===== src/rtl/mct_ram.sv =====
// Generic single-port synchronous RAM with registered read.
module mct_ram #(
  parameter int WIDTH = 8,
  parameter int DEPTH = 16
) (
  input  logic                     clk,
  input  logic                     we,
  input  logic [$clog2(DEPTH)-1:0] addr,
  input  logic [WIDTH-1:0]         wdata,
  output logic [WIDTH-1:0]         rdata
);

  logic [WIDTH-1:0] mem [DEPTH];

  always_ff @(posedge clk) begin
    if (we) begin
      mem[addr] <= wdata;
    end
    rdata <= mem[addr];
  end

endmodule


===== config.mk =====
export PLATFORM = sky130hd
export DESIGN_NAME = mct_ram
export DESIGN_NICKNAME = d
export VERILOG_FILES = /design/src/rtl/mct_ram.sv
export SDC_FILE = /design/constraint.sdc
export NUM_CORES = 1
export LEC_CHECK = 0
export BUFFER_PORTS_ARGS = -buffer_cell sky130_fd_sc_hd__buf_2
export CAP_MARGIN = 20
export CORE_UTILIZATION = 60
export CTS_CLUSTER_SIZE = 25
export DETAILED_ROUTE_END_ITERATION = 10
export PLACE_DENSITY = 0.78
export SLEW_MARGIN = 20
export SYNTH_ARGS = -nofsm -noshare
export SYNTH_HDL_FRONTEND = slang
export SYNTH_SLANG_ARGS = --single-unit

===== constraint.sdc =====
create_clock -name clk -period 2.15 [get_ports clk]
set_clock_uncertainty 0.1 [all_clocks]
set_input_delay 0.215 -clock clk [delete_from_list [all_inputs] [get_ports clk]]
set_output_delay 0.215 -clock clk [all_outputs]
set_load 0.01 [all_outputs]

==> metrics.txt, run 1 <==
cell internal pwr=4.94 mW; Worst Setup End Kind=flip-flop; HP Class=in2reg; Final period util=68.8%; Synth Warn #=0; top cells by count, synth=edfxtp_1 (128), mux4_2 (32), a22oi_1 (16), nor2_1 (13), nand2_1 (9); RSZ-0062 raised after global routing=false; Reg area=0.00400 mm^2; FF+latch count, synth=136; Max-cap violations=0; Area growth syn-to-layout=20.2%; syn nets=244; static leakage=2.06 nW; synthesized area=0.00507 mm^2; Slew @ Worst Pin=0.826 ns; Synth area leader=edfxtp_1; drt wl/cell=23.3 um; largest net degree at the start of global routing=40; clock group share of total power=46.6%; Rows=33; Num CTS Buffers=17; reg2reg start=mem[3][1]; Placed Area=0.00542 mm^2; Longest Clk Path Bufs=2; area of the multi-input gates=0.00100 mm^2; clock slew at reported path FFs=0.06 ns; WL final=9470 um; Cell variety after synth=18; sequential share of power=48.7%; Synth async-reset ratio=0%; H-tree depth=4; most common cell in the synthesized netlist=edfxtp_1; final hold vios=0; FF-to-FF path depth=3; 1st-pass router iterations=4; Global Route Usage Sum=24.5%; gpl congestion=0.776; Seq/Total Area, Yosys=79.0%; Critical Path Source Type=flip-flop; Post-route DRC=0; grt total ovfl=0; status=complete, no violations; top post-synthesis cells by area=edfxtp_1 (76%), mux4_2 (14%), dfxtp_1 (3.2%); 1st-iter DRT viols=223; PwrDens=1010 mW/mm^2; vias in the first global route=2569; TritonCTS clock tree=yes; combinational share of power=4.8%; Slew headroom=44.8%; R2R Setup Slk=0.67 ns; crit path capture=rdata[1]; Syn Inst Count=230; Buffers on Ports=21; post-CTS setup buffers=0; die height=93.9 um; IO Count=22; Initial Util=62.0%; final setup vio count=0; mean post-synth cell area=22.0 um^2; Peak Freq=0.676 GHz; Top FF cell, synth=edfxtp_1; post-DP HPWL=5850 um; Worst EP required=2.44 ns; CTS-repair resized insts=0; EDFF count, synth=128; via density per instance=5.95; Critical Path Fanout Max=1; critical path arrival=1.77 ns; Switching Power=1.18 mW; reg2reg end=rdata[1]; post-route minimum period=1.48 ns; cell count after placement=367; Worst-Skew Late Latency=0.51 ns; die area=0.00882 mm^2; fin cells=407; Die Wd=93.9 um; crit path kind=reg2reg; final net count=303; Max VDD drop=784 uV; initial antenna violation count=0; antenna viol nets, final=0; core area=0.00818 mm^2; global-route wire length before repair=14400 um; post-route setup TNS=0 ns; Clock Sinks=136; post-synth top area share=75.9%; CTS root buf=clkbuf_8; pins over their slew limit=0; share of cells above drive strength 1=33.8%; CP Launch Point=mem[3][1]; DR vias=2422; # fillers=455; ANT cells=0; switch share=19.3%; design area=0.00609 mm^2; Post-CTS Hold Buffers=8
-- flip-flops by register name, summed over array words and instances, names as in the netlist --
name	count
rdata	8
mem	128
-- per-layer routing --
metal	vias to the layer above	routed length (um)	global-route usage (%)
li1	1078	-	-
met1	1256	3810	30.1
met2	80	5130	42.0
met3	8	455	5.50
met4	0	83	10.4
met5	-	0	0
-- placed cells by master, fill, tap and decap left out, drive strengths merged --
cell type / synthesis / final
nand2b: 2 / 2
a22oi: 16 / 16
buf: 8 / 43
or3b: 1 / 1
nand3b: 2 / 2
nor2b: 2 / 2
and2: 1 / 1
nand2: 9 / 9
dlygate4sd3: 0 / 8
clkinvlp: 0 / 1
mux4: 32 / 32
nand3: 1 / 1
bufinv: 0 / 3
clkbuf: 3 / 24
edfxtp: 128 / 128
nor2: 13 / 13
nor3: 4 / 4
clkinv: 0 / 4
dfxtp: 8 / 8
-- layout make-up --
cell class	instances	area share, %
repair buffers	51	5.96
multi-input cells	83	16.5
clock inverters	8	1.95
well taps	105	2.16
flip-flops and latches	136	65.7
clock buffers	24	7.72
-- cells by family (layout without fill, tap and decap cells) --
kind of cell	after synthesis	after routing	share of synthesized area [%]
simple gates	35	35	3.21
buf+inv	11	83	1.19
flops	136	136	79.0
mux	32	32	14.2
compound gates	16	16	2.37
-- worst max-delay path, cell delays in order, from the launching register on --
cell and delay [ns]:
edfxtp_1 0.38, mux4_2 0.49, a22oi_1 0.29, nand2_1 0.09
-- power by group through the flow --
stage,clock [mW],combinational (mW),sequential (mW)
2_1_floorplan,0,0.153,3.04
3_3_place_gp,0,0.267,3.03
3_5_place_dp,0,0.278,3.03
4_1_cts,2.88,0.295,2.98
5_1_grt,2.97,0.316,2.99
6_report,2.85,0.292,2.98
-- how the worst min path moves through the flow --
stage,slack (ns),endpoint,from,depth (start not counted)
after CTS,0.21,rdata[0],addr[3],4
after global placement,0.50,mem[6][6],wdata[6],1
final,0.24,rdata[0],addr[3],4
after floorplan,0.21,mem[0][0],wdata[0],0
after detailed placement,0.51,mem[6][6],wdata[6],1
after global routing,0.30,mem[4][1],we,4
-- through the flow --
step | power, mW | setup slack, ns | hold WS, ns | utilization, %
3_3_place_gp | 3.30 | 0.397 | 0.497 | 66.3
3_5_place_dp | 3.31 | 0.336 | 0.511 | 66.3
6_report | 6.12 | 0.670 | 0.240 | 74.5
4_1_cts | 6.16 | 0.661 | 0.211 | 74.5
5_1_grt | 6.27 | 0.649 | 0.296 | 74.5
2_1_floorplan | 3.19 | 0.342 | 0.214 | -
(Power assumes the default switching activity.)
==> run 2: changes to the inputs <==
--- a/config.mk
+++ b/config.mk
@@ -5,12 +5,13 @@
 export SDC_FILE = /design/constraint.sdc
 export NUM_CORES = 1
 export LEC_CHECK = 0
+export ABC_AREA = 1
 export BUFFER_PORTS_ARGS = -buffer_cell sky130_fd_sc_hd__buf_2
 export CAP_MARGIN = 20
-export CORE_UTILIZATION = 60
+export CORE_UTILIZATION = 55
 export CTS_CLUSTER_SIZE = 25
 export DETAILED_ROUTE_END_ITERATION = 10
-export PLACE_DENSITY = 0.78
+export PLACE_DENSITY = 0.75
 export SLEW_MARGIN = 20
 export SYNTH_ARGS = -nofsm -noshare
 export SYNTH_HDL_FRONTEND = slang
==> constraint.sdc (replaced) <==
create_clock -name clk -period 1.3 [get_ports clk]
set_clock_uncertainty 0.1 [all_clocks]
set_input_delay 0.13 -clock clk [delete_from_list [all_inputs] [get_ports clk]]
set_output_delay 0.13 -clock clk [all_outputs]
set_load 0.01 [all_outputs]
==> run 2 against run 1 <==
Cell count increased by 82%. Highest routed layer unchanged. Sequential cell count unchanged. Critical path type is now reg2out. Largest power group unchanged. Critical path depth decreased by 2. Design area increased by 12%.
==> metrics.txt, run 2 <==
status=complete, no violations; R2R Setup Slk=0.17 ns (-0.50 ns); synthesized area=0.00559 mm^2 (+10%); Largest register FFs=128 (unchanged); most frequent cells in the layout=nand2_1 (346), edfxtp_1 (128), inv_1 (21), buf_2 (21); final net count=607 (+100%); die height=103 um (+9.5%); Worst EP required=1.07 ns (-1.37 ns); Cell variety after synth=11 (-7); static leakage=2.85 nW (+39%); cell count after placement=699 (+90%); CP Cell Sequence=buf_2; final hold vios=0 (unchanged); hold depth=7 (+3); met1 Use GR=35.5% (+5.5 points); Post-route DRC=0 (unchanged); Top FF cell, synth=edfxtp_1; EDFF count, synth=128 (unchanged); syn nets=562 (+130%); FF+latch count, synth=136 (unchanged); share of cells above drive strength 1=15.2% (-19 points); final worst slack=0.0649 ns (-0.605 ns); Syn Inst Count=548 (+140%); Reg area=0.00400 mm^2 (unchanged); WP depth=1 (-2); Largest stage delay, worst path=0.34 ns (-0.15 ns); grt total ovfl=0 (unchanged); pins over their slew limit=0 (unchanged); HP Class=in2reg; Seq/Total Area, Yosys=71.6% (-7.4 points); met2 usage=40.5% (-1.6 points); Critical Path Fanout Max=1 (unchanged); fin cells=739 (+82%); DR vias=3784 (+56%); Synth Warn #=0 (unchanged); # fillers=763 (+68%); top cells by count, synth=nand2_1 (346), edfxtp_1 (128), inv_1 (21), nor2_1 (18), buf_2 (12); initial antenna violation count=0 (unchanged); Regs by FF count=mem x128, rdata x8; crit path kind=reg2out; Slew headroom=72.2% (+27 points); Buf+Inv Stages, Crit Path=1 (+1); Peak Freq=0.810 GHz; Worst-Skew Late Latency=0.53 ns (+0.02 ns); Worst Setup End Kind=output port; Longest Clk Path Bufs=2 (unchanged); Crit path max-delay family=flip-flops; 1st-iter DRT viols=249 (+12%); Area growth syn-to-layout=21.5%; post-DP HPWL=7700 um (+32%); critical path arrival=1.01 ns (-0.76 ns); gpl congestion=0.896 (+16%); area of the multi-input gates=0.00156 mm^2 (+56%); Synth area leader=edfxtp_1; Final period util=95.0%; final setup vio count=0 (unchanged); Slowest cell on crit path=dfxtp_1; CTS-repair resized insts=0 (unchanged); busiest layer in global routing=met2; Slew @ Worst Pin=0.416 ns (-0.410 ns); ANT cells=0 (unchanged); Global Route Usage Sum=25.9% (+1.4 points); vias in the first global route=3632 (+41%); Max VDD drop=885 uV (+13%); post-route minimum period=1.24 ns; 1st-pass router iterations=5 (+1); largest net degree at the start of global routing=40 (unchanged); IO Count=22 (unchanged); Die Wd=103 um (+9.5%); mean post-synth cell area=10.2 um^2 (-54%); PwrDens=1530 mW/mm^2 (+52%); commonest non-fill, non-tap cell in the layout=nand2_1; met3 global-route usage=6.24% (+0.74 points); Clock Sinks=136 (unchanged); Initial Util=57.0% (-5.0 points); H-tree depth=4 (unchanged); RSZ-0062 raised after global routing=false; WL final=12300 um (+30%); die area=0.0106 mm^2 (+20%); antenna viol nets, final=0 (unchanged); Post-Place Setup Slack=-0.0643 ns (-0.400 ns); core area=0.00982 mm^2 (+20%); Rows=36 (+9.1%); CTS root buf=clkbuf_8; top post-synthesis cells by area=edfxtp_1 (69%), nand2_1 (23%), dfxtp_1 (2.9%); post-synth top area share=68.7% (-7.1 points); global-route wire length before repair=19000 um (+32%); via density per instance=5.12 (-14%); TritonCTS clock tree=yes; post-CTS setup buffers=0 (unchanged); Max-cap violations=0 (unchanged); clock slew at reported path FFs=0.06 ns (about the same); Critical Path Source Type=flip-flop; Biggest register=mem; Num CTS Buffers=17 (unchanged); drt wl/cell=16.6 um (-28%); Synth async-reset ratio=0% (unchanged); FF-to-FF path depth=8 (+5); most common cell in the synthesized netlist=nand2_1; total power=10.4 mW (+69%); Fin Hold WS=0.0767 ns (-0.163 ns); Buffers on Ports=21 (unchanged)
-- run 2: changes by cell type in the layout (fill, tap and decap cells not counted), moves of 4 or more --
cell      previous run  this run
buf_12               1         5
nor2_4               0        16
mux4_2              32         0
nor3_1               4         0
nand2_1              9       346
buf_4               21        13
clkinv_4             1         5
a22oi_1             16         0
inv_1                0        21
nand3_4              0         4
nor2_1              13         0
-- run 2: timing repair --
item                                    in CTS  in global routing
endpoints found under the setup margin       0                  0
endpoints found under the hold margin      128                  0
hold buffers                                 8                  0
-- run 2: worst paths after layout --
path / start / endpoint
worst min-delay path: addr[2] / rdata[1]
worst max register to register: mem[15][2] / rdata[2]
worst min register to register: mem[8][1] / rdata[1]
worst max-delay path: rdata[4] / rdata[4]
-- run 2: final cells by class --
| class | instances | share of cell area [%] |
|---|---|---|
| inverters | 23 | 1.27 |
| well taps | 133 | 2.45 |
| repair buffers | 47 | 5.63 |
| multi-input cells | 368 | 23.0 |
| flip-flops and latches | 136 | 58.9 |
| clock inverters | 14 | 2.60 |
| clock buffers | 18 | 6.15 |
-- run 2: worst register-to-register path, delay by kind of cell, from the launching register on --
kind                   cells  cell delay (ns)
DFF                        1             0.36
and+or+nand+nor            7             0.48
buffers and inverters      1             0.07
-- run 2: cells by family after synthesis --
| logic type | synth area share [%] |
|---|---|
| simple gates | 24.8 |
| buf+inv | 3.62 |
| flops | 71.6 |
-- run 2: where the power goes --
group / internal (mW) / total [mW] / switching [mW]
Sequential: 4.90 / 4.93 / 0.0266
Clock: 2.93 / 4.74 / 1.81
Combinational: 0.224 / 0.705 / 0.481
-- run 2: through the flow --
step           utilization (%)  cell area (um^2)  setup TNS (ns)
2_1_floorplan                -              5780               0
3_3_place_gp              62.3              6120           -2.80
3_5_place_dp              62.3              6120           -3.79
4_1_cts                   69.2              6800               0
5_1_grt                   69.2              6800               0
6_report                  69.2              6800               0
-- run 2: metal layers --
layer | vias up | part of all wire, %
li1 | 1847 | -
met1 | 1778 | 44
met2 | 142 | 48
met3 | 17 | 7.0
met4 | 0 | 1.4
met5 | - | 0
